===== config.mk =====
export PLATFORM = sky130hd
export DESIGN_NAME = clap_and_schedule_relay_control_core_flat
export DESIGN_NICKNAME = d
export VERILOG_FILES = /design/src/cscr_pkg.sv /design/src/cscr_if.sv /design/src/cscr_cfg.sv /design/src/cscr_step.sv /design/src/clap_and_schedule_relay_control_core.sv /design/src/flat_wrapper.sv
export SDC_FILE = /design/constraint.sdc
export NUM_CORES = 1
export LEC_CHECK = 0
export BUFFER_PORTS_ARGS = -buffer_cell sky130_fd_sc_hd__buf_2
export CAP_MARGIN = 20
export CORE_MARGIN = 3
export CORE_UTILIZATION = 60
export CTS_CLUSTER_SIZE = 28
export DETAILED_ROUTE_END_ITERATION = 16
export HOLD_SLACK_MARGIN = 0.05
export PLACE_DENSITY_LB_ADDON = 0.08
export SLEW_MARGIN = 40
export SYNTH_ARGS = -nofsm -noshare
export SYNTH_HDL_FRONTEND = slang
export SYNTH_SLANG_ARGS = --single-unit
export TNS_END_PERCENT = 30

===== constraint.sdc =====
create_clock -name clk -period 8.9 [get_ports clk]
set_clock_uncertainty 0.15 [all_clocks]
set_input_delay 1.78 -clock clk [delete_from_list [all_inputs] [get_ports clk]]
set_output_delay 1.78 -clock clk [all_outputs]
set_load 0.005 [all_outputs]

===== src/cscr_pkg.sv =====
// Shared types, field widths, codes and reset values for the clap and schedule relay controller.
// No dependencies; every other file in src imports this package.
package cscr_pkg;

  localparam int unsigned LEVEL_W  = 12;
  localparam int unsigned MS_W     = 32;
  localparam int unsigned HOLD_W   = 8;
  localparam int unsigned COOL_W   = 11;
  localparam int unsigned MIN_W    = 11;
  localparam int unsigned HOUR_W   = 5;
  localparam int unsigned MINUTE_W = 6;
  localparam int unsigned DAY_W    = 9;
  localparam int unsigned OP_W     = 2;
  localparam int unsigned CMD_W    = 2;
  localparam int unsigned CNT_W    = 32;

  localparam int unsigned CFG_DATA_W = 32;
  localparam int unsigned CFG_ADDR_W = 5;
  localparam int unsigned REG_IDX_W  = 3;

  // Operation codes
  localparam logic [OP_W-1:0] OP_SOUND    = 2'd0;
  localparam logic [OP_W-1:0] OP_SCHEDULE = 2'd1;
  localparam logic [OP_W-1:0] OP_RELAY    = 2'd2;

  // Relay command codes
  localparam logic [CMD_W-1:0] CMD_OFF    = 2'd0;
  localparam logic [CMD_W-1:0] CMD_ON     = 2'd1;
  localparam logic [CMD_W-1:0] CMD_TOGGLE = 2'd2;

  // Register indexes
  localparam logic [REG_IDX_W-1:0] REG_THRESHOLD = 3'd0;
  localparam logic [REG_IDX_W-1:0] REG_MIN_HOLD  = 3'd1;
  localparam logic [REG_IDX_W-1:0] REG_COOLDOWN  = 3'd2;
  localparam logic [REG_IDX_W-1:0] REG_CLAP_EN   = 3'd3;
  localparam logic [REG_IDX_W-1:0] REG_SCHED_EN  = 3'd4;
  localparam logic [REG_IDX_W-1:0] REG_ON_TIME   = 3'd5;
  localparam logic [REG_IDX_W-1:0] REG_OFF_TIME  = 3'd6;

  // Reset values and write limits
  localparam logic [LEVEL_W-1:0] THRESHOLD_RST = 12'd1800;
  localparam logic [LEVEL_W-1:0] THRESHOLD_LO  = 12'd50;
  localparam logic [HOLD_W-1:0]  HOLD_RST      = 8'd5;
  localparam logic [HOLD_W-1:0]  HOLD_LO       = 8'd5;
  localparam logic [HOLD_W-1:0]  HOLD_HI       = 8'd250;
  localparam logic [COOL_W-1:0]  COOL_RST      = 11'd650;
  localparam logic [COOL_W-1:0]  COOL_LO       = 11'd200;
  localparam logic [COOL_W-1:0]  COOL_HI       = 11'd2000;
  localparam logic [MIN_W-1:0]   ON_TIME_RST   = 11'd1080;
  localparam logic [MIN_W-1:0]   OFF_TIME_RST  = 11'd360;
  localparam logic [MIN_W-1:0]   TIME_HI       = 11'd1439;
  localparam logic [HOUR_W-1:0]  HOUR_MAX      = 5'd23;
  localparam logic [MINUTE_W-1:0] MINUTE_MAX   = 6'd59;

  typedef struct packed {
    logic [OP_W-1:0]     operation;
    logic [LEVEL_W-1:0]  sound_level;
    logic [MS_W-1:0]     now_ms;
    logic [HOUR_W-1:0]   clock_hour;
    logic [MINUTE_W-1:0] clock_minute;
    logic [DAY_W-1:0]    day_of_year;
    logic                clock_valid;
    logic [CMD_W-1:0]    relay_command;
  } in_item_t;

  typedef struct packed {
    logic               relay_on;
    logic               sound_active;
    logic [LEVEL_W-1:0] peak_level;
    logic [CNT_W-1:0]   clap_count;
    logic               clap_triggered;
  } out_item_t;

  // Register values plus the one-cycle side effects of a write
  typedef struct packed {
    logic [LEVEL_W-1:0] threshold;
    logic [HOLD_W-1:0]  min_hold;
    logic [COOL_W-1:0]  cooldown;
    logic               clap_en;
    logic               sched_en;
    logic [MIN_W-1:0]   on_time;
    logic [MIN_W-1:0]   off_time;
    logic               rearm;
    logic               throttle_clr;
  } cfg_t;

  // Clock matches a minute of day; out-of-range hour or minute never matches
  function automatic logic time_match(input logic [HOUR_W-1:0] hour,
                                      input logic [MINUTE_W-1:0] minute,
                                      input logic [MIN_W-1:0] at);
    logic [MIN_W-1:0] hm;
    hm = ({6'd0, hour} << 6) - ({6'd0, hour} << 2) + {5'd0, minute};
    return (hour <= HOUR_MAX) && (minute <= MINUTE_MAX) && (hm == at);
  endfunction

endpackage


===== src/cscr_if.sv =====
// Valid/ready channel interfaces for input items and result items.
// Depends on cscr_pkg for field widths.
interface cscr_in_if;
  import cscr_pkg::*;
  logic                valid;
  logic                ready;
  logic [OP_W-1:0]     operation;
  logic [LEVEL_W-1:0]  sound_level;
  logic [MS_W-1:0]     now_ms;
  logic [HOUR_W-1:0]   clock_hour;
  logic [MINUTE_W-1:0] clock_minute;
  logic [DAY_W-1:0]    day_of_year;
  logic                clock_valid;
  logic [CMD_W-1:0]    relay_command;

  modport source (output valid, operation, sound_level, now_ms, clock_hour, clock_minute,
                  day_of_year, clock_valid, relay_command, input ready);
  modport sink (input valid, operation, sound_level, now_ms, clock_hour, clock_minute,
                day_of_year, clock_valid, relay_command, output ready);
endinterface

interface cscr_out_if;
  import cscr_pkg::*;
  logic               valid;
  logic               ready;
  logic               relay_on;
  logic               sound_active;
  logic [LEVEL_W-1:0] peak_level;
  logic [CNT_W-1:0]   clap_count;
  logic               clap_triggered;

  modport source (output valid, relay_on, sound_active, peak_level, clap_count,
                  clap_triggered, input ready);
  modport sink (input valid, relay_on, sound_active, peak_level, clap_count,
                clap_triggered, output ready);
endinterface


===== src/cscr_cfg.sv =====
// APB-style configuration register file with saturating writes and read-back.
// Depends on cscr_pkg.
module cscr_cfg (
  input  logic                            clk,
  input  logic                            rst_n,
  input  logic                            psel,
  input  logic                            penable,
  input  logic                            pwrite,
  input  logic [cscr_pkg::CFG_ADDR_W-1:0] paddr,
  input  logic [cscr_pkg::CFG_DATA_W-1:0] pwdata,
  output logic [cscr_pkg::CFG_DATA_W-1:0] prdata,
  output cscr_pkg::cfg_t                  cfg
);
  import cscr_pkg::*;

  logic [LEVEL_W-1:0] threshold_r, threshold_nxt;
  logic [HOLD_W-1:0]  min_hold_r, min_hold_nxt;
  logic [COOL_W-1:0]  cooldown_r, cooldown_nxt;
  logic               clap_en_r, clap_en_nxt;
  logic               sched_en_r, sched_en_nxt;
  logic [MIN_W-1:0]   on_time_r, on_time_nxt;
  logic [MIN_W-1:0]   off_time_r, off_time_nxt;
  logic               rearm, throttle_clr;

  logic                 wr_en;
  logic [REG_IDX_W-1:0] idx;
  logic [LEVEL_W-1:0]   thr_w;
  logic [HOLD_W-1:0]    hold_w;
  logic [COOL_W-1:0]    cool_w;
  logic [MIN_W-1:0]     time_w;
  logic [LEVEL_W-1:0]   thr_sat;
  logic [HOLD_W-1:0]    hold_sat;
  logic [COOL_W-1:0]    cool_sat;
  logic [MIN_W-1:0]     time_sat;

  assign wr_en  = psel && penable && pwrite;
  assign idx    = paddr[CFG_ADDR_W-1:2];
  assign thr_w  = pwdata[LEVEL_W-1:0];
  assign hold_w = pwdata[HOLD_W-1:0];
  assign cool_w = pwdata[COOL_W-1:0];
  assign time_w = pwdata[MIN_W-1:0];

  // Clamp write data into each register's legal range
  assign thr_sat  = (thr_w < THRESHOLD_LO) ? THRESHOLD_LO : thr_w;
  assign hold_sat = (hold_w < HOLD_LO) ? HOLD_LO : ((hold_w > HOLD_HI) ? HOLD_HI : hold_w);
  assign cool_sat = (cool_w < COOL_LO) ? COOL_LO : ((cool_w > COOL_HI) ? COOL_HI : cool_w);
  assign time_sat = (time_w > TIME_HI) ? TIME_HI : time_w;

  always_comb begin
    threshold_nxt = threshold_r;
    min_hold_nxt  = min_hold_r;
    cooldown_nxt  = cooldown_r;
    clap_en_nxt   = clap_en_r;
    sched_en_nxt  = sched_en_r;
    on_time_nxt   = on_time_r;
    off_time_nxt  = off_time_r;
    rearm         = 1'b0;
    throttle_clr  = 1'b0;
    if (wr_en) begin
      unique case (idx)
        REG_THRESHOLD: threshold_nxt = thr_sat;
        REG_MIN_HOLD:  min_hold_nxt = hold_sat;
        REG_COOLDOWN:  cooldown_nxt = cool_sat;
        REG_CLAP_EN: begin
          clap_en_nxt = pwdata[0];
          rearm       = 1'b1;
        end
        REG_SCHED_EN:  sched_en_nxt = pwdata[0];
        REG_ON_TIME: begin
          on_time_nxt  = time_sat;
          throttle_clr = 1'b1;
        end
        REG_OFF_TIME: begin
          off_time_nxt = time_sat;
          throttle_clr = 1'b1;
        end
        default: ;
      endcase
    end
  end

  always_ff @(posedge clk) begin
    if (!rst_n) begin
      threshold_r <= THRESHOLD_RST;
      min_hold_r  <= HOLD_RST;
      cooldown_r  <= COOL_RST;
      clap_en_r   <= 1'b1;
      sched_en_r  <= 1'b0;
      on_time_r   <= ON_TIME_RST;
      off_time_r  <= OFF_TIME_RST;
    end else begin
      threshold_r <= threshold_nxt;
      min_hold_r  <= min_hold_nxt;
      cooldown_r  <= cooldown_nxt;
      clap_en_r   <= clap_en_nxt;
      sched_en_r  <= sched_en_nxt;
      on_time_r   <= on_time_nxt;
      off_time_r  <= off_time_nxt;
    end
  end

  always_comb begin
    prdata = '0;
    unique case (idx)
      REG_THRESHOLD: prdata = {{(CFG_DATA_W-LEVEL_W){1'b0}}, threshold_r};
      REG_MIN_HOLD:  prdata = {{(CFG_DATA_W-HOLD_W){1'b0}}, min_hold_r};
      REG_COOLDOWN:  prdata = {{(CFG_DATA_W-COOL_W){1'b0}}, cooldown_r};
      REG_CLAP_EN:   prdata = {{(CFG_DATA_W-1){1'b0}}, clap_en_r};
      REG_SCHED_EN:  prdata = {{(CFG_DATA_W-1){1'b0}}, sched_en_r};
      REG_ON_TIME:   prdata = {{(CFG_DATA_W-MIN_W){1'b0}}, on_time_r};
      REG_OFF_TIME:  prdata = {{(CFG_DATA_W-MIN_W){1'b0}}, off_time_r};
      default:       prdata = '0;
    endcase
  end

  assign cfg = '{threshold: threshold_r, min_hold: min_hold_r, cooldown: cooldown_r,
                 clap_en: clap_en_r, sched_en: sched_en_r, on_time: on_time_r,
                 off_time: off_time_r, rearm: rearm, throttle_clr: throttle_clr};

endmodule


===== src/cscr_step.sv =====
// Controller state and the single-pass update logic for one item.
// Depends on cscr_pkg; fed by the input register and cscr_cfg in the top level.
module cscr_step (
  input  logic                 clk,
  input  logic                 rst_n,
  input  logic                 fire,
  input  cscr_pkg::in_item_t   item,
  input  cscr_pkg::cfg_t       cfg,
  output cscr_pkg::out_item_t  result
);
  import cscr_pkg::*;

  logic               relay_r, relay_nxt;
  logic [LEVEL_W-1:0] level_r, level_nxt;
  logic [LEVEL_W-1:0] peak_r, peak_nxt;
  logic               prev_active_r, prev_active_nxt;
  logic               armed_r, armed_nxt;
  logic [MS_W-1:0]    since_r, since_nxt;
  logic [MS_W-1:0]    last_clap_r, last_clap_nxt;
  logic [CNT_W-1:0]   count_r, count_nxt;
  logic               tvalid_r, tvalid_nxt;
  logic [DAY_W-1:0]   tday_r, tday_nxt;
  logic [MINUTE_W-1:0] tmin_r, tmin_nxt;

  logic            active;
  logic            rising;
  logic [MS_W-1:0] since_eff;
  logic [MS_W-1:0] hold_dt;
  logic [MS_W-1:0] cool_dt;
  logic            clap;
  logic            sched_ok;
  logic            want_on, want_off;

  assign active    = item.sound_level >= cfg.threshold;
  assign rising    = active && !prev_active_r;
  assign since_eff = rising ? item.now_ms : since_r;
  assign hold_dt   = item.now_ms - since_eff;
  assign cool_dt   = item.now_ms - last_clap_r;

  assign sched_ok = cfg.sched_en && item.clock_valid &&
                    !(tvalid_r && item.day_of_year == tday_r && item.clock_minute == tmin_r);
  assign want_on  = time_match(item.clock_hour, item.clock_minute, cfg.on_time);
  assign want_off = time_match(item.clock_hour, item.clock_minute, cfg.off_time);

  always_comb begin
    relay_nxt       = relay_r;
    level_nxt       = level_r;
    peak_nxt        = peak_r;
    prev_active_nxt = prev_active_r;
    armed_nxt       = armed_r;
    since_nxt       = since_r;
    last_clap_nxt   = last_clap_r;
    count_nxt       = count_r;
    tvalid_nxt      = tvalid_r;
    tday_nxt        = tday_r;
    tmin_nxt        = tmin_r;
    clap            = 1'b0;

    unique case (item.operation)
      OP_SOUND: begin
        level_nxt = item.sound_level;
        if (item.sound_level > peak_r) begin
          peak_nxt = item.sound_level;
        end else if (peak_r != '0) begin
          peak_nxt = peak_r - 1'b1;
        end
        since_nxt       = since_eff;
        prev_active_nxt = active;
        if (!active) begin
          armed_nxt = 1'b1;
        end else if (cfg.clap_en && armed_r &&
                     hold_dt >= {{(MS_W-HOLD_W){1'b0}}, cfg.min_hold} &&
                     cool_dt >= {{(MS_W-COOL_W){1'b0}}, cfg.cooldown}) begin
          relay_nxt     = !relay_r;
          count_nxt     = count_r + 1'b1;
          last_clap_nxt = item.now_ms;
          armed_nxt     = 1'b0;
          clap          = 1'b1;
        end
      end
      OP_SCHEDULE: begin
        if (sched_ok) begin
          if ((want_on && !relay_r) || (!(want_on && !relay_r) && want_off && relay_r)) begin
            relay_nxt  = want_on && !relay_r;
            tvalid_nxt = 1'b1;
            tday_nxt   = item.day_of_year;
            tmin_nxt   = item.clock_minute;
          end
        end
      end
      OP_RELAY: begin
        case (item.relay_command)
          CMD_OFF:    relay_nxt = 1'b0;
          CMD_ON:     relay_nxt = 1'b1;
          CMD_TOGGLE: relay_nxt = !relay_r;
          default:    relay_nxt = relay_r;
        endcase
      end
      default: ;
    endcase
  end

  always_ff @(posedge clk) begin
    if (!rst_n) begin
      relay_r       <= 1'b0;
      level_r       <= '0;
      peak_r        <= '0;
      prev_active_r <= 1'b0;
      armed_r       <= 1'b1;
      since_r       <= '0;
      last_clap_r   <= '0;
      count_r       <= '0;
      tvalid_r      <= 1'b0;
      tday_r        <= '0;
      tmin_r        <= '0;
    end else if (fire) begin
      relay_r       <= relay_nxt;
      level_r       <= level_nxt;
      peak_r        <= peak_nxt;
      prev_active_r <= prev_active_nxt;
      armed_r       <= armed_nxt;
      since_r       <= since_nxt;
      last_clap_r   <= last_clap_nxt;
      count_r       <= count_nxt;
      tvalid_r      <= tvalid_nxt;
      tday_r        <= tday_nxt;
      tmin_r        <= tmin_nxt;
    end else begin
      // Config effects; writes must land while no item is in flight, unchecked
      if (cfg.rearm) begin
        armed_r <= 1'b1;
      end
      if (cfg.throttle_clr) begin
        tvalid_r <= 1'b0;
      end
    end
  end

  assign result = '{relay_on: relay_nxt,
                    sound_active: (level_nxt >= cfg.threshold),
                    peak_level: peak_nxt,
                    clap_count: count_nxt,
                    clap_triggered: clap};

endmodule


===== src/clap_and_schedule_relay_control_core.sv =====
// Top level of the clap and schedule relay controller: input register, result register,
// configuration port. Depends on cscr_pkg, cscr_if, cscr_cfg and cscr_step.
//
// Each accepted item yields exactly one result: it waits in the input register, where
// the state update and status are computed in a single pass, until the result register is
// free, then moves there. A new item is accepted every cycle as long as
// the result side keeps taking results; the input and result registers decouple the two
// handshakes, so a stalled consumer only holds the input once both stages are full.
// Configuration registers sit at byte address 4*index and may be written only while the
// block holds no item.
module clap_and_schedule_relay_control_core (
  input  logic                            clk,
  input  logic                            rst_n,
  cscr_in_if.sink                         in_ch,
  cscr_out_if.source                      out_ch,
  input  logic                            cfg_psel,
  input  logic                            cfg_penable,
  input  logic                            cfg_pwrite,
  input  logic [cscr_pkg::CFG_ADDR_W-1:0] cfg_paddr,
  input  logic [cscr_pkg::CFG_DATA_W-1:0] cfg_pwdata,
  output logic [cscr_pkg::CFG_DATA_W-1:0] cfg_prdata,
  output logic                            cfg_pready
);
  import cscr_pkg::*;

  logic      in_valid_r;
  in_item_t  in_item_r;
  logic      out_valid_r;
  out_item_t out_item_r;
  logic      advance;
  out_item_t result;
  cfg_t      cfg;

  assign cfg_pready = 1'b1;

  cscr_cfg u_cfg (
    .clk     (clk),
    .rst_n   (rst_n),
    .psel    (cfg_psel),
    .penable (cfg_penable),
    .pwrite  (cfg_pwrite),
    .paddr   (cfg_paddr),
    .pwdata  (cfg_pwdata),
    .prdata  (cfg_prdata),
    .cfg     (cfg)
  );

  // Advance the held item once the result register is free or being drained
  assign advance     = in_valid_r && (!out_valid_r || out_ch.ready);
  assign in_ch.ready = !in_valid_r || advance;

  always_ff @(posedge clk) begin
    if (!rst_n) begin
      in_valid_r <= 1'b0;
    end else if (in_ch.ready) begin
      in_valid_r <= in_ch.valid;
    end
  end

  always_ff @(posedge clk) begin
    if (in_ch.ready && in_ch.valid) begin
      in_item_r <= '{operation: in_ch.operation, sound_level: in_ch.sound_level,
                     now_ms: in_ch.now_ms, clock_hour: in_ch.clock_hour,
                     clock_minute: in_ch.clock_minute, day_of_year: in_ch.day_of_year,
                     clock_valid: in_ch.clock_valid, relay_command: in_ch.relay_command};
    end
  end

  cscr_step u_step (
    .clk    (clk),
    .rst_n  (rst_n),
    .fire   (advance),
    .item   (in_item_r),
    .cfg    (cfg),
    .result (result)
  );

  always_ff @(posedge clk) begin
    if (!rst_n) begin
      out_valid_r <= 1'b0;
    end else if (advance) begin
      out_valid_r <= 1'b1;
    end else if (out_ch.ready) begin
      out_valid_r <= 1'b0;
    end
  end

  always_ff @(posedge clk) begin
    if (advance) begin
      out_item_r <= result;
    end
  end

  assign out_ch.valid          = out_valid_r;
  assign out_ch.relay_on       = out_item_r.relay_on;
  assign out_ch.sound_active   = out_item_r.sound_active;
  assign out_ch.peak_level     = out_item_r.peak_level;
  assign out_ch.clap_count     = out_item_r.clap_count;
  assign out_ch.clap_triggered = out_item_r.clap_triggered;

endmodule


===== src/flat_wrapper.sv =====
// flat-port wrapper written by rule: the top's interface ports become plain ports
module clap_and_schedule_relay_control_core_flat import cscr_pkg::*;
  (clk, rst_n, cfg_psel, cfg_penable, cfg_pwrite, cfg_paddr, cfg_pwdata, cfg_prdata, cfg_pready, in_ch_valid, in_ch_operation, in_ch_sound_level, in_ch_now_ms, in_ch_clock_hour, in_ch_clock_minute, in_ch_day_of_year, in_ch_clock_valid, in_ch_relay_command, in_ch_ready, out_ch_valid, out_ch_relay_on, out_ch_sound_active, out_ch_peak_level, out_ch_clap_count, out_ch_clap_triggered, out_ch_ready);
  cscr_in_if in_ch_i ();
  cscr_out_if out_ch_i ();
  input  logic clk;
  input  logic rst_n;
  input  logic cfg_psel;
  input  logic cfg_penable;
  input  logic cfg_pwrite;
  input  logic [cscr_pkg::CFG_ADDR_W-1:0] cfg_paddr;
  input  logic [cscr_pkg::CFG_DATA_W-1:0] cfg_pwdata;
  output logic [cscr_pkg::CFG_DATA_W-1:0] cfg_prdata;
  output logic cfg_pready;
  input wire logic [$bits(in_ch_i.valid)-1:0] in_ch_valid;
  input wire logic [$bits(in_ch_i.operation)-1:0] in_ch_operation;
  input wire logic [$bits(in_ch_i.sound_level)-1:0] in_ch_sound_level;
  input wire logic [$bits(in_ch_i.now_ms)-1:0] in_ch_now_ms;
  input wire logic [$bits(in_ch_i.clock_hour)-1:0] in_ch_clock_hour;
  input wire logic [$bits(in_ch_i.clock_minute)-1:0] in_ch_clock_minute;
  input wire logic [$bits(in_ch_i.day_of_year)-1:0] in_ch_day_of_year;
  input wire logic [$bits(in_ch_i.clock_valid)-1:0] in_ch_clock_valid;
  input wire logic [$bits(in_ch_i.relay_command)-1:0] in_ch_relay_command;
  output wire logic [$bits(in_ch_i.ready)-1:0] in_ch_ready;
  output wire logic [$bits(out_ch_i.valid)-1:0] out_ch_valid;
  output wire logic [$bits(out_ch_i.relay_on)-1:0] out_ch_relay_on;
  output wire logic [$bits(out_ch_i.sound_active)-1:0] out_ch_sound_active;
  output wire logic [$bits(out_ch_i.peak_level)-1:0] out_ch_peak_level;
  output wire logic [$bits(out_ch_i.clap_count)-1:0] out_ch_clap_count;
  output wire logic [$bits(out_ch_i.clap_triggered)-1:0] out_ch_clap_triggered;
  input wire logic [$bits(out_ch_i.ready)-1:0] out_ch_ready;
  assign in_ch_i.valid = in_ch_valid;
  assign in_ch_i.operation = in_ch_operation;
  assign in_ch_i.sound_level = in_ch_sound_level;
  assign in_ch_i.now_ms = in_ch_now_ms;
  assign in_ch_i.clock_hour = in_ch_clock_hour;
  assign in_ch_i.clock_minute = in_ch_clock_minute;
  assign in_ch_i.day_of_year = in_ch_day_of_year;
  assign in_ch_i.clock_valid = in_ch_clock_valid;
  assign in_ch_i.relay_command = in_ch_relay_command;
  assign in_ch_ready = in_ch_i.ready;
  assign out_ch_valid = out_ch_i.valid;
  assign out_ch_relay_on = out_ch_i.relay_on;
  assign out_ch_sound_active = out_ch_i.sound_active;
  assign out_ch_peak_level = out_ch_i.peak_level;
  assign out_ch_clap_count = out_ch_i.clap_count;
  assign out_ch_clap_triggered = out_ch_i.clap_triggered;
  assign out_ch_i.ready = out_ch_ready;
  clap_and_schedule_relay_control_core u_core (.clk(clk), .rst_n(rst_n), .in_ch(in_ch_i), .out_ch(out_ch_i), .cfg_psel(cfg_psel), .cfg_penable(cfg_penable), .cfg_pwrite(cfg_pwrite), .cfg_paddr(cfg_paddr), .cfg_pwdata(cfg_pwdata), .cfg_prdata(cfg_prdata), .cfg_pready(cfg_pready));
endmodule

# Word-level counts from Yosys, hierarchy flattened

Index checks and enable logic that the tools add are counted.

Equal/unequal tests: 19
Reductions and logical operators: 48
Muxes and demuxes: 38
$add $sub $neg: 6
Multiply operators: 0
Bitwise gates (word level): 0
Shift operators: 0
Divide/modulo/power cells: 0
Magnitude comparators: 13

Operators by type and width:

| cell                                                                           | count |
|---|---|
| 32-bit two-way mux                                                             | 4 |
| 12-bit one-hot mux with 7 select lines                                         | 1 |
| 32-bit subtractor                                                              | 2 |
| 12-bit two-way mux                                                             | 5 |
| 11-bit two-way mux                                                             | 3 |
| 32-bit by 1-bit adder with 32-bit output (second input constant)               | 1 |
| 32-bit by 11-bit greater-or-equal comparator with 1-bit output                 | 1 |
| 32-bit by 8-bit greater-or-equal comparator with 1-bit output                  | 1 |
| 12-bit greater-or-equal comparator                                             | 2 |
| 11-bit equality test                                                           | 2 |
| 11-bit > comparator (second input constant)                                    | 2 |
| 1-bit two-way mux                                                              | 21 |
| 1-bit logical AND                                                              | 18 |
| 2-bit AND reduction                                                            | 9 |
| 8-bit two-way mux                                                              | 2 |
| 12-bit > comparator                                                            | 1 |
| 12-bit by 6-bit less-than comparator with 1-bit output (second input constant) | 1 |
| 4-bit AND reduction                                                            | 3 |
| 12-bit nonzero test                                                            | 1 |
| 12-bit by 1-bit subtractor with 12-bit output (second input constant)          | 1 |
| 11-bit by 6-bit adder with 11-bit output                                       | 1 |
| 11-bit by 8-bit less-than comparator with 1-bit output (second input constant) | 1 |
| 11-bit by 7-bit subtractor with 11-bit output                                  | 1 |
| 3-bit equality test (second input constant)                                    | 3 |
| 20 further kinds                                                               | 37 |

Input bits: 113
Output and inout port bits: 82
Bits in registers: 312
Bits in writable memories: 0
Word-level logic and storage cells: 157
Memory bits (read-only): 0
Bits in latches: 0
Memories: 0

# Depth between registers and ports, before layout

Gate-level depths: netlist of run 1.

Depth in word-level cells: 13
Gate-level depth with buffers: 31
Depth with buffers taken out: 27

# Cells and area by module

From an unflattened synthesis of run 1, not the netlist that was laid out.

Cell total of the unflattened synthesis: 2258
Area, all modules: 19572.5 µm²

Modules (own cells, without submodules):

| module                               | instances | area each (µm²) | seq. area each (µm²) | cells each |
|---|---|---|---|---|
| cscr_step                            | 1         | 13200.2         | 2782.7               | 1791 |
| clap_and_schedule_relay_control_core | 1         | 3598.5          | 3523.4               | 127 |
| cscr_cfg                             | 1         | 2773.9          | 1101.1               | 340 |

# Worst setup path after synthesis of run 1

Ideal clock, no wire load.

Path type: register to register
Start point: register u_core.in_item_r[62] in the netlist's numbering
End point: register u_core.out_item_r, in the netlist u_core.out_ch.clap_count[1], data pin
Path slack: 2.659 ns
Data arrival time: 5.831 ns
Data required time: 8.490 ns
Buffers on the path: 3
Cell stages (with the launch flop): 28
Period minus slack after synthesis: 6.241 ns
Library setup time: 0.260 ns
Cell sequence: edfxtp_1 > ha_1 > a21oi_1 > a31oi_1 > o21ba_2 > nor2_1 > clkbuf_1 > clkbuf_1 > o21ai_0 > ha_1 > fa_1 > nand2b_1 > nand2_1 > a21oi_1 > xnor2_1 > ha_1 > a21o_1 > a21oi_1 > a21oi_1 > nor4_1 > nand4b_1 > nor4b_1 > o2111ai_1 > nor4_1 > and2_1 > a211o_1 > buf_4 > mux2_2

RTL lines:

| what                     | line                                       | RTL |
|---|---|---|
| start: declaration       | clap_and_schedule_relay_control_core.sv:27 | `in_item_t in_item_r;` |
| start signal: assignment | clap_and_schedule_relay_control_core.sv:62 | `in_item_r <= '{operation: in_ch.operation, sound_level: in_ch.sound_level,` |
| end signal: assignment   | clap_and_schedule_relay_control_core.sv:90 | `out_item_r <= result;` |
| end: declaration         | clap_and_schedule_relay_control_core.sv:29 | `out_item_t out_item_r;` |

# Final worst setup path of run 1

Start point: register u_core.in_item_r[62] in the netlist's numbering
End point: register u_core.u_step.last_clap_r[24]

Longest elaborated chain between the ends: 8

Ends and longest elaborated chain:

| what                                                          | line             | RTL |
|---|---|---|
| 12-bit greater-or-equal comparator (*)                        | cscr_step.sv:34  | `assign active = item.sound_level >= cfg.threshold;` |
| 1-bit logical AND                                             | cscr_step.sv:35  | `assign rising = active && !prev_active_r;` |
| 32-bit two-way mux                                            | cscr_step.sv:36  | `assign since_eff = rising ? item.now_ms : since_r;` |
| 32-bit subtractor                                             | cscr_step.sv:37  | `assign hold_dt = item.now_ms - since_eff;` |
| 32-bit by 8-bit greater-or-equal comparator with 1-bit output | cscr_step.sv:72  | `hold_dt >= {{(MS_W-HOLD_W){1'b0}}, cfg.min_hold} &&` |
| 1-bit logical AND                                             | cscr_step.sv:71  | `end else if (cfg.clap_en && armed_r &&` |
| 1-bit logical AND                                             | cscr_step.sv:72  |  |
| 4-bit AND reduction (no source line) (*)                      | -                |  |
| end signal: assignment                                        | cscr_step.sv:123 | `last_clap_r <= last_clap_nxt;` |
| end: declaration                                              | cscr_step.sv:19  | `logic [MS_W-1:0] last_clap_r, last_clap_nxt;` |

Mark *: on every way between the ends. The rest lies on a longest branch, timed or not.
A chain may end at the register's enable or synchronous reset.

==> results.sh, run 1 <==
export IMPL_status="complete, no violations"
export IMPL_postLayoutCoreUtil_pct=68.4
export IMPL_route_vias_total=16805
export IMPL_synth_edff_count=116
export IMPL_wl_per_cell_um=17.8
export IMPL_critPathCaptureType="register"
export IMPL_clockBufferDepth=3
export IMPL_drtIter0Drc=1283
export IMPL_n_antenna_cell=0
export IMPL_multi_input_area_um2=10700
export IMPL_cap_violations=0
export IMPL_fin_cells=2776
export IMPL_synth_common_cells="nand2_1 (326), a21oi_1 (199), dfxtp_1 (196)"
export IMPL_yosysTopAreaCellShare_pct=20.5
export IMPL_cts_tree="done"
export IMPL_internal_power_mw=2.67
export IMPL_hold_buffers=0
export IMPL_sw_frac_of_total_pct=27.5
export IMPL_tightestPinTransition_ns=0.984
export IMPL_dieArea_um2=34100
export IMPL_ioPinCount=195
export IMPL_ys_seq_area_share_pct=38.7
export IMPL_synth_area_per_cell_um2=8.48
export IMPL_dp_cells=2712
export IMPL_gp_congestion=0.938
export IMPL_fin_tns_setup_ns=0
export IMPL_critPathLaunchType="register"
export IMPL_grt_first_pass_wirelength_mm=79.5
export IMPL_ys_warn_count=0
export IMPL_crit_fanout=64
export IMPL_power_frac_comb_pct=16.7
export IMPL_arrival_ns=7.72
export IMPL_ys_ff_latch=312
export IMPL_fin_ws_ns=1.47
export IMPL_grt_pass1_vias=15636
export IMPL_worstPathRequired_ns=9.19
export IMPL_initial_core_util_pct=61.7
export IMPL_fmaxAchievable_mhz=135
export IMPL_yosysMostFrequentCell="nand2_1"
export IMPL_cts_root_buf="clkbuf_16"
export IMPL_cts_sinks=312
export IMPL_finalCriticalPeriod_ns=7.43
export IMPL_track_usage_pct=28.4
export IMPL_clk_pin_slew_ns=0.06
export IMPL_dpl_cell_area_um2=20000
export IMPL_period_share_pct=83.5
export IMPL_slowest_delay_ns=0.58
export IMPL_wl_mm=49.5
export IMPL_portBuffers=151
export IMPL_fill_cells=2595
export IMPL_cts_resized=0
export IMPL_dpl_worst_slack_ns=1.58
export IMPL_die_w_um=185
export IMPL_crit_slowest_cell="nor4_1"
export IMPL_switching_power_mw=1.01
export IMPL_antenna_found_initial=0
export IMPL_pwr_share_seq_pct=42.6
export IMPL_pwr_share_clk_pct=40.7
export IMPL_setup_violations=0
export IMPL_core_area_um2=31000
export IMPL_async_flop_share_pct=0
export IMPL_hpwl_mm=36.3
export IMPL_hold_path_class="register to register"
export IMPL_cts_buffers=36
export IMPL_grt_setup_unrepaired="no"
export IMPL_grt_max_degree=91
export IMPL_synth_cells=2256
export IMPL_drive_gt1_share_pct=11.3
export IMPL_via_per_inst=6.05
export IMPL_nNetsFinal=2592
export IMPL_cellLeakagePower_nw=8.40
export IMPL_synth_distinct_cells=86
export IMPL_route_detailed_drc=0
export IMPL_r2r_cells=24
export IMPL_area_growth_pct=10.9
export IMPL_rows=64
export IMPL_seq_area_um2=7410
export IMPL_overflow=0
export IMPL_ir_worst_vdd_v=0.000158
export IMPL_slew_headroom_pct=33.9
export IMPL_design_area_um2=21200
export IMPL_ant_nets=0
export IMPL_dr_pass1_iters=6
export IMPL_cts_setup_buffers=0
export IMPL_synth_area_um2=19100
export IMPL_slew_viol_final=0
export IMPL_cts_max_level=2
export IMPL_hold_ws_ns=0.302
export IMPL_synth_main_ff_cell="dfxtp_1"
export IMPL_cp_cell_sequence="ha_1 > a21oi_1 > a31oi_1 > o21ba_2 > nor2_4 > buf_4 > mux2i_1 > ha_1 > a21oi_1 > o21ai_0 > xor2_1 > ha_1 > a21oi_1 > o221ai_1 > a2111oi_0 > nand4b_1 > nor4b_1 > o2111ai_1 > nor4_1 > and2_1 > a211o_4 > buf_12 > nand3_1 > o21ai_0"
export IMPL_hold_path_cell_count=2
export IMPL_hold_viol_final=0
export IMPL_critical_path_class="register to register"
export IMPL_p_per_area_nw_per_um2=173
export IMPL_yosys_area_top_type="dfxtp_1"
export IMPL_power_mw=3.68
export IMPL_die_height_um=185
export IMPL_synthTopCellsByArea="dfxtp_1 (21%), edfxtp_1 (18%), ha_1 (8.0%)"
export IMPL_insertion_delay_ns=0.53
cells by family after synthesis:
family                     after synthesis  synth area share [%]
AOI/OAI and AO/OA                      563                  18.5
xor gates and xnor gates               108                  4.94
adders and majority gates              126                  8.31
buffers and inverters                  250                  5.76
DFF                                    312                  38.7
muxes                                   69                  3.70
other                                    2                0.0393
and+or+nand+nor                        826                  20.0
worst max-delay path: cells and delay by family (launching register included):
family          cells  cell delay, ns
buf+inv             2            0.76
mux                 1            0.30
flops               1            0.51
compound gates     11            2.47
simple gates        6            1.93
fa+ha+maj           3            0.97
xor+xnor            1            0.20
metal layers:
layer / routed length (um) / GRT usage (%) / up-vias / share of wire, %
met5: 0 / 0 / - / 0
met4: 1290 / 8.07 / 0 / 2.6
met3: 3230 / 3.73 / 107 / 6.5
met2: 22100 / 45.9 / 613 / 45
met1: 22800 / 40.2 / 7861 / 46
li1: - / - / 8224 / -
registers in the layout, indices dropped and copies added (netlist names), 6 cells and up:
| register | cells |
|---|---|
| u_core.in_item_r | 69 |
| u_core.out_ch.clap_count | 32 |
| u_core.out_ch.peak_level | 12 |
| u_core.u_cfg.cooldown_r | 11 |
| u_core.u_cfg.min_hold_r | 8 |
| u_core.u_cfg.off_time_r | 11 |
| u_core.u_cfg.on_time_r | 11 |
| u_core.u_cfg.threshold_r | 12 |
| u_core.u_step.count_r | 32 |
| u_core.u_step.last_clap_r | 32 |
| u_core.u_step.level_r | 12 |
| u_core.u_step.peak_r | 12 |
| u_core.u_step.since_r | 32 |
| u_core.u_step.tday_r | 9 |
| u_core.u_step.tmin_r | 6 |
worst paths after layout:
kind / start / to / slack [ns]
min: u_core.u_step.since_r[19] / u_core.u_step.since_r[19] / 0.30
max: u_core.in_item_r[62] / u_core.u_step.last_clap_r[24] / 1.47
max reg2reg: u_core.in_item_r[62] / u_core.u_step.last_clap_r[24] / 1.47
min reg2reg: u_core.u_step.since_r[19] / u_core.u_step.since_r[19] / 0.30
area by class of cell:
cell class | count | share of cell area, %
Clock inverter | 16 | 0.820
Clock buffer | 48 | 4.84
Inverter | 123 | 2.19
Multi-Input combinational cell | 1713 | 50.5
Timing Repair Buffer | 168 | 4.36
Tap cell | 396 | 2.34
Sequential cell | 312 | 34.9
layout by cell type, fill, tap and decap left out, types with 15 or more instances in the layout:
master     synthesis  layout
nand2_1          326     326
a21oi_1          199     199
dfxtp_1          196     196
nor2_1           177     175
buf_2              5     151
ha_1             123     123
inv_1            122     121
edfxtp_1         116     116
o21ai_0          105     105
nand3_1           78      78
mux2i_1           65      65
xnor2_1           59      59
nor3_1            50      50
xor2_1            49      49
clkbuf_16          0      37
nand4_1           28      28
a21o_1            27      27
o21ai_1           25      25
nor2b_1           26      25
a211oi_1          25      25
or3_1             25      25
o21a_1            22      22
conb_1             2      21
nand2b_1          20      20
o31ai_1           18      18
a31oi_1           16      16
nor4_1            16      15
and2_1            14      15
or2_2             15      15
or4_1             15      15
and3_1            15      15
o211ai_1          15      15
power groups by stage:
stage / combinational [mW] / sequential (mW) / clock [mW]
detailed placement: 0.601 / 1.60 / 0
finish: 0.614 / 1.57 / 1.50
floorplan: 0.447 / 1.58 / 0
CTS: 0.606 / 1.57 / 1.52
global route: 0.681 / 1.57 / 1.57
global placement: 0.587 / 1.59 / 0
No activity file was read; power rests on OpenSTA's default activity.
==> run 2, diff against run 1 <==
- CORE_UTILIZATION: 60 -> 54
- clock period: 8.9 -> 6.1 ns (I/O delays scaled with it)
==> run 2 against run 1 <==
Non-clock buffer count grew 118. Cell count grew 6.6%. Combinational power grew 69%. Fmax is 23% higher. Total power grew 54%. Worst hold slack about the same. Worst setup slack got worse by 1.4 ns. Critical path type unchanged. Largest cell class unchanged. Largest power group is now the clock network.
==> results.sh, run 2 (synthesis gave the netlist of run 1 again) <==
export IMPL_pwr_share_clk_pct=41.3
export IMPL_hold_path_class="register to register"
export IMPL_fill_cells=2873
export IMPL_overflow=0
export IMPL_fin_tns_setup_ns=0
export IMPL_critical_path_cell_count=29
export IMPL_critPathLaunchType="register"
export IMPL_drive_gt1_share_pct=18.1
export IMPL_cts_tree="done"
export IMPL_status="complete, no violations"
export IMPL_r2r_cells=29
export IMPL_mostFrequentLayoutCell="nand2_1"
export IMPL_fin_ws_ns=0.0510
export IMPL_ant_nets=0
export IMPL_cellLeakagePower_nw=9.19
export IMPL_grt_first_pass_wirelength_mm=81.7
export IMPL_top_register="u_core.in_item_r"
export IMPL_p_per_area_nw_per_um2=247
export IMPL_cts_buffers=37
export IMPL_sw_frac_of_total_pct=27.4
export IMPL_crit_fanout=16
export IMPL_multi_input_area_um2=11100
export IMPL_worstPathRequired_ns=6.37
export IMPL_drtIter0Drc=1370
export IMPL_dr_pass1_iters=8
export IMPL_core_area_um2=34700
export IMPL_clockBufferDepth=3
export IMPL_slew_headroom_pct=44.2
export IMPL_layout_common_cells="nand2_1 (325), dfxtp_1 (196), a21oi_1 (185)"
export IMPL_insertion_delay_ns=0.55
export IMPL_wl_per_cell_um=18.2
export IMPL_hold_viol_final=0
export IMPL_cap_violations=0
export IMPL_dpl_worst_slack_ns=-0.413
export IMPL_dp_cells=2867
export IMPL_critPathCaptureType="register"
export IMPL_fmaxAchievable_mhz=165
export IMPL_hold_ws_ns=0.302
export IMPL_hold_buffers=0
export IMPL_track_usage_pct=26.0
export IMPL_slowest_delay_ns=0.43
export IMPL_via_per_inst=5.89
export IMPL_ir_worst_vdd_v=0.000296
export IMPL_hpwl_mm=37.3
export IMPL_pwr_share_seq_pct=40.3
export IMPL_power_frac_comb_pct=18.4
export IMPL_cts_root_buf="clkbuf_16"
export IMPL_antenna_found_initial=0
export IMPL_fin_cells=2958
export IMPL_arrival_ns=6.32
export IMPL_n_antenna_cell=0
export IMPL_die_w_um=194
export IMPL_portBuffers=151
export IMPL_nNetsFinal=2712
export IMPL_grt_pass1_vias=16065
export IMPL_internal_power_mw=4.11
export IMPL_initial_core_util_pct=55.1
export IMPL_seq_area_um2=7410
export IMPL_cts_max_level=2
export IMPL_die_height_um=194
export IMPL_route_detailed_drc=0
export IMPL_slew_viol_final=0
export IMPL_tightestPinTransition_ns=0.836
export IMPL_grt_max_degree=91
export IMPL_setup_violations=0
export IMPL_cp_num_buf_inv=8
export IMPL_clk_pin_slew_ns=0.06
export IMPL_period_share_pct=99.2
export IMPL_route_vias_total=17424
export IMPL_critical_path_class="register to register"
export IMPL_area_growth_pct=19.6
export IMPL_largest_reg_flops=69
export IMPL_rows=68
export IMPL_dieArea_um2=37700
export IMPL_crit_family="simple AND/OR/NAND/NOR gates"
export IMPL_crit_slowest_cell="edfxtp_1"
export IMPL_cpMostUsedCell="buf_4"
export IMPL_grt_setup_unrepaired="yes"
export IMPL_cts_sinks=312
export IMPL_wl_mm=53.7
export IMPL_switching_power_mw=1.55
export IMPL_ioPinCount=195
export IMPL_finalCriticalPeriod_ns=6.05
export IMPL_gp_congestion=0.932
export IMPL_hold_path_cell_count=2
-- run 2: metrics by stage --
stage               instance area [um2]  utilization, %  power (mW)
global placement                  20800            59.8        3.26
detailed placement                20800            60.0        3.28
CTS                               22200            64.0        5.64
floorplan                         19200               -        2.96
finish                            22900            65.9        5.65
global route                      22900            65.9        5.88
-- run 2: worst paths after layout --
check                                startpoint                       endpoint  slack (ns)
setup / recovery           u_core.in_item_r[63]  u_core.u_step.last_clap_r[14]        0.05
setup reg to reg           u_core.in_item_r[63]  u_core.u_step.last_clap_r[14]        0.05
hold / removal    u_core.u_step.last_clap_r[24]  u_core.u_step.last_clap_r[24]        0.30
hold reg to reg   u_core.u_step.last_clap_r[24]  u_core.u_step.last_clap_r[24]        0.30
-- run 2: what timing repair did --
| item | CTS | global route |
|---|---|---|
| pin swaps | 8 | 33 |
| setup buffers | 2 | 8 |
| gates resized for setup | 19 | 98 |
| endpoints found under the setup margin | 99 | 100 |
| gates cloned | 0 | 13 |
-- run 2: layout make-up --
| type | count | area share, % |
|---|---|---|
| multi-input cells | 1714 | 48.5 |
| flip-flops and latches | 312 | 32.4 |
| repair buffers | 286 | 8.93 |
| clock buffers | 55 | 4.88 |
| well taps | 455 | 2.49 |
| inverters | 123 | 2.04 |
| clock inverters | 13 | 0.771 |
-- run 2: power by group through the flow --
stage | logic [mW] | clock network [mW] | registers (mW)
2_1_floorplan | 0.652 | 0 | 2.31
3_3_place_gp | 0.940 | 0 | 2.32
3_5_place_dp | 0.959 | 0 | 2.32
4_1_cts | 0.980 | 2.38 | 2.28
5_1_grt | 1.14 | 2.45 | 2.29
6_report | 1.04 | 2.33 | 2.28
-- run 2: worst min-delay path: stages, from the launching register on --
cell and delay [ns]:
dfxtp_1 0.31, nand3_2 0.05, o21ai_1 0.05
-- run 2: layer usage --
layer / up-vias / track usage [%] / share of wire, %
li1: 8476 / - / -
met1: 8248 / 37.4 / 46
met2: 599 / 41.2 / 45
met3: 101 / 4.33 / 6.5
met4: 0 / 6.44 / 2.5
met5: - / 0 / 0
==> run 3, diff against run 2 <==
- ABC_AREA: default -> 1
==> run 3 against run 2 <==
Die area is 1.7% lower. Worst hold slack worse by 0.0056 ns. Largest power group is now registers. Largest cell class unchanged. Critical endpoint is now u_core.out_ch.clap_count[16]. Via count is 4.0% lower.
==> results.sh, run 3 <==
export IMPL_antenna_found_initial=1
export IMPL_clk_pin_slew_ns=0.06
export IMPL_crit_fanout=19
export IMPL_cts_tree="done"
export IMPL_critPathLaunchType="register"
export IMPL_overflow=0
export IMPL_initial_core_util_pct=55.3
export IMPL_dpl_worst_slack_ns=0.267
export IMPL_worstPathRequired_ns=6.24
export IMPL_track_usage_pct=26.0
export IMPL_mostFrequentLayoutCell="nand2_1"
export IMPL_gp_congestion=0.939
export IMPL_wl_mm=48.9
export IMPL_fill_cells=3119
export IMPL_hold_path_class="register to register"
export IMPL_clockBufferDepth=3
export IMPL_hold_viol_final=0
export IMPL_finalCriticalPeriod_ns=5.51
export IMPL_fmaxAchievable_mhz=181
export IMPL_hold_ws_ns=0.296
export IMPL_synth_edff_count=116
export IMPL_insertion_delay_ns=0.55
export IMPL_arrival_ns=5.65
export IMPL_synth_area_per_cell_um2=7.77
export IMPL_cpMostUsedCell="nand2_1"
export IMPL_grt_pass1_vias=15336
export IMPL_synth_main_ff_cell="dfxtp_1"
export IMPL_dp_cells=2968
export IMPL_fin_tns_setup_ns=0
export IMPL_cts_sinks=312
export IMPL_ant_nets=0
export IMPL_critPathCaptureType="register"
export IMPL_status="complete, no violations"
export IMPL_period_share_pct=90.4
export IMPL_cts_root_buf="clkbuf_16"
export IMPL_fin_cells=3035
export IMPL_ys_ff_latch=312
export IMPL_synth_cells=2417
export IMPL_async_flop_share_pct=0
export IMPL_route_vias_total=16721
export IMPL_yosys_area_top_type="dfxtp_1"
export IMPL_ioPinCount=195
export IMPL_largest_reg_flops=69
export IMPL_wl_per_cell_um=16.1
export IMPL_setup_violations=0
export IMPL_core_area_um2=34000
export IMPL_slowest_delay_ns=0.48
export IMPL_n_antenna_cell=0
export IMPL_synth_area_um2=18800
export IMPL_design_area_um2=21100
export IMPL_slew_headroom_pct=52.0
export IMPL_portBuffers=151
export IMPL_grt_setup_unrepaired="no"
export IMPL_drive_gt1_share_pct=11.2
export IMPL_top_register="u_core.in_item_r"
export IMPL_cp_num_buf_inv=2
export IMPL_crit_family="simple AND/OR/NAND/NOR gates"
export IMPL_area_growth_pct=12.4
export IMPL_p_per_area_nw_per_um2=259
export IMPL_ys_seq_area_share_pct=39.4
export IMPL_yosysMostFrequentCell="nand2_1"
export IMPL_die_height_um=193
export IMPL_grt_max_degree=100
export IMPL_tightestPinTransition_ns=0.720
export IMPL_dieArea_um2=37100
export IMPL_cts_buffers=36
export IMPL_yosysTopAreaCellShare_pct=20.9
export IMPL_critical_path_class="register to register"
export IMPL_synth_distinct_cells=57
export IMPL_ys_warn_count=0
export IMPL_cellLeakagePower_nw=9.32
export IMPL_synthTopCellsByArea="dfxtp_1 (21%), edfxtp_1 (19%), ha_1 (8.2%)"
export IMPL_hpwl_mm=36.8
export IMPL_route_detailed_drc=0
export IMPL_cap_violations=0
export IMPL_cts_max_level=2
export IMPL_rows=67
export IMPL_nNetsFinal=2797
export IMPL_grt_first_pass_wirelength_mm=77.7
export IMPL_drtIter0Drc=1250
export IMPL_layout_common_cells="nand2_1 (394), inv_1 (354), a21oi_1 (266)"
export IMPL_crit_slowest_cell="edfxtp_1"
export IMPL_via_per_inst=5.51
export IMPL_die_w_um=193
export IMPL_dpl_cell_area_um2=19900
export IMPL_slew_viol_final=0
export IMPL_ir_worst_vdd_v=0.000311
export IMPL_synth_common_cells="nand2_1 (395), inv_1 (357), a21oi_1 (266)"
export IMPL_fin_ws_ns=0.586
export IMPL_dr_pass1_iters=5
run 3: cell count changes in the layout (fill, tap and decap cells not counted), sizes merged, moves of 23 or more:
cell / previous run / this run
a21oi: 199 / 270
buf: 280 / 172
inv: 126 / 366
mux2i: 65 / 26
nand2: 326 / 413
nor2b: 26 / 0
o21ai: 130 / 233
or3: 25 / 0
xnor2: 59 / 18
xor2: 49 / 72
run 3: power breakdown:
group / internal (mW) / switching, mW / total [mW]
combinational: 0.365 / 0.637 / 1.00
sequential: 2.26 / 0.0711 / 2.33
clock: 1.27 / 0.866 / 2.14
run 3: per-layer routing:
metal  global-route usage, %  part of all wire (%)  vias to the layer above
met1                    37.3                    46                     7673
met3                    3.23                   6.3                       97
met2                    40.8                    45                      534
li1                        -                     -                     8415
met5                       0                 0.027                        -
met4                    8.94                   2.7                        2
run 3: stage by stage:
stage                     power [mW]  util, %
after floorplan                 3.09        -
after global placement          3.34     58.7
after detailed placement        3.36     58.7
after CTS                       5.51     62.1
after global routing            5.75     62.2
final                           5.47     62.2
run 3: timing repair:
item	in CTS	in global routing
resized for setup	0	4
setup buffers	0	1
hold buffers	0	0
endpoints found under the setup margin	0	39
run 3: final cells by class:
type / count / area, um2 / area share, %
clock inverters: 17 / 165 / 0.782
well taps: 448 / 561 / 2.65
multi-input cells: 1672 / 9670 / 45.8
repair buffers: 172 / 945 / 4.47
flip-flops and latches: 312 / 7410 / 35.1
clock buffers: 49 / 995 / 4.71
inverters: 365 / 1370 / 6.49
run 3: cell families after synthesis:
logic type                 after synthesis  share of synthesized area, %
AOI/OAI and AO/OA                      611                          17.9
xor gates and xnor gates                90                          4.44
adders and majority gates              125                          8.40
buffers and inverters                  452                          9.65
DFF                                    312                          39.4
muxes                                   26                          1.39
other                                    2                        0.0400
and+or+nand+nor                        799                          18.7
run 3: worst paths after layout:
kind,startpoint,endpoint,slack (ns),depth (start not counted)
worst min-delay path,u_core.u_step.level_r[4],u_core.u_step.level_r[4],0.30,2
worst max register to register,u_core.in_item_r[66],u_core.out_ch.clap_count[16],0.59,37
worst min register to register,u_core.u_step.level_r[4],u_core.u_step.level_r[4],0.30,2
worst max-delay path,u_core.in_item_r[66],u_core.out_ch.clap_count[16],0.59,37
run 3: worst reg2reg max path: cells and delay by family (launching register included):
family	cells	cell delay, ns
simple gates	30	3.33
fa+ha+maj	3	0.97
flops	1	0.48
xor+xnor	1	0.20
buf+inv	2	0.10
compound gates	1	0.07
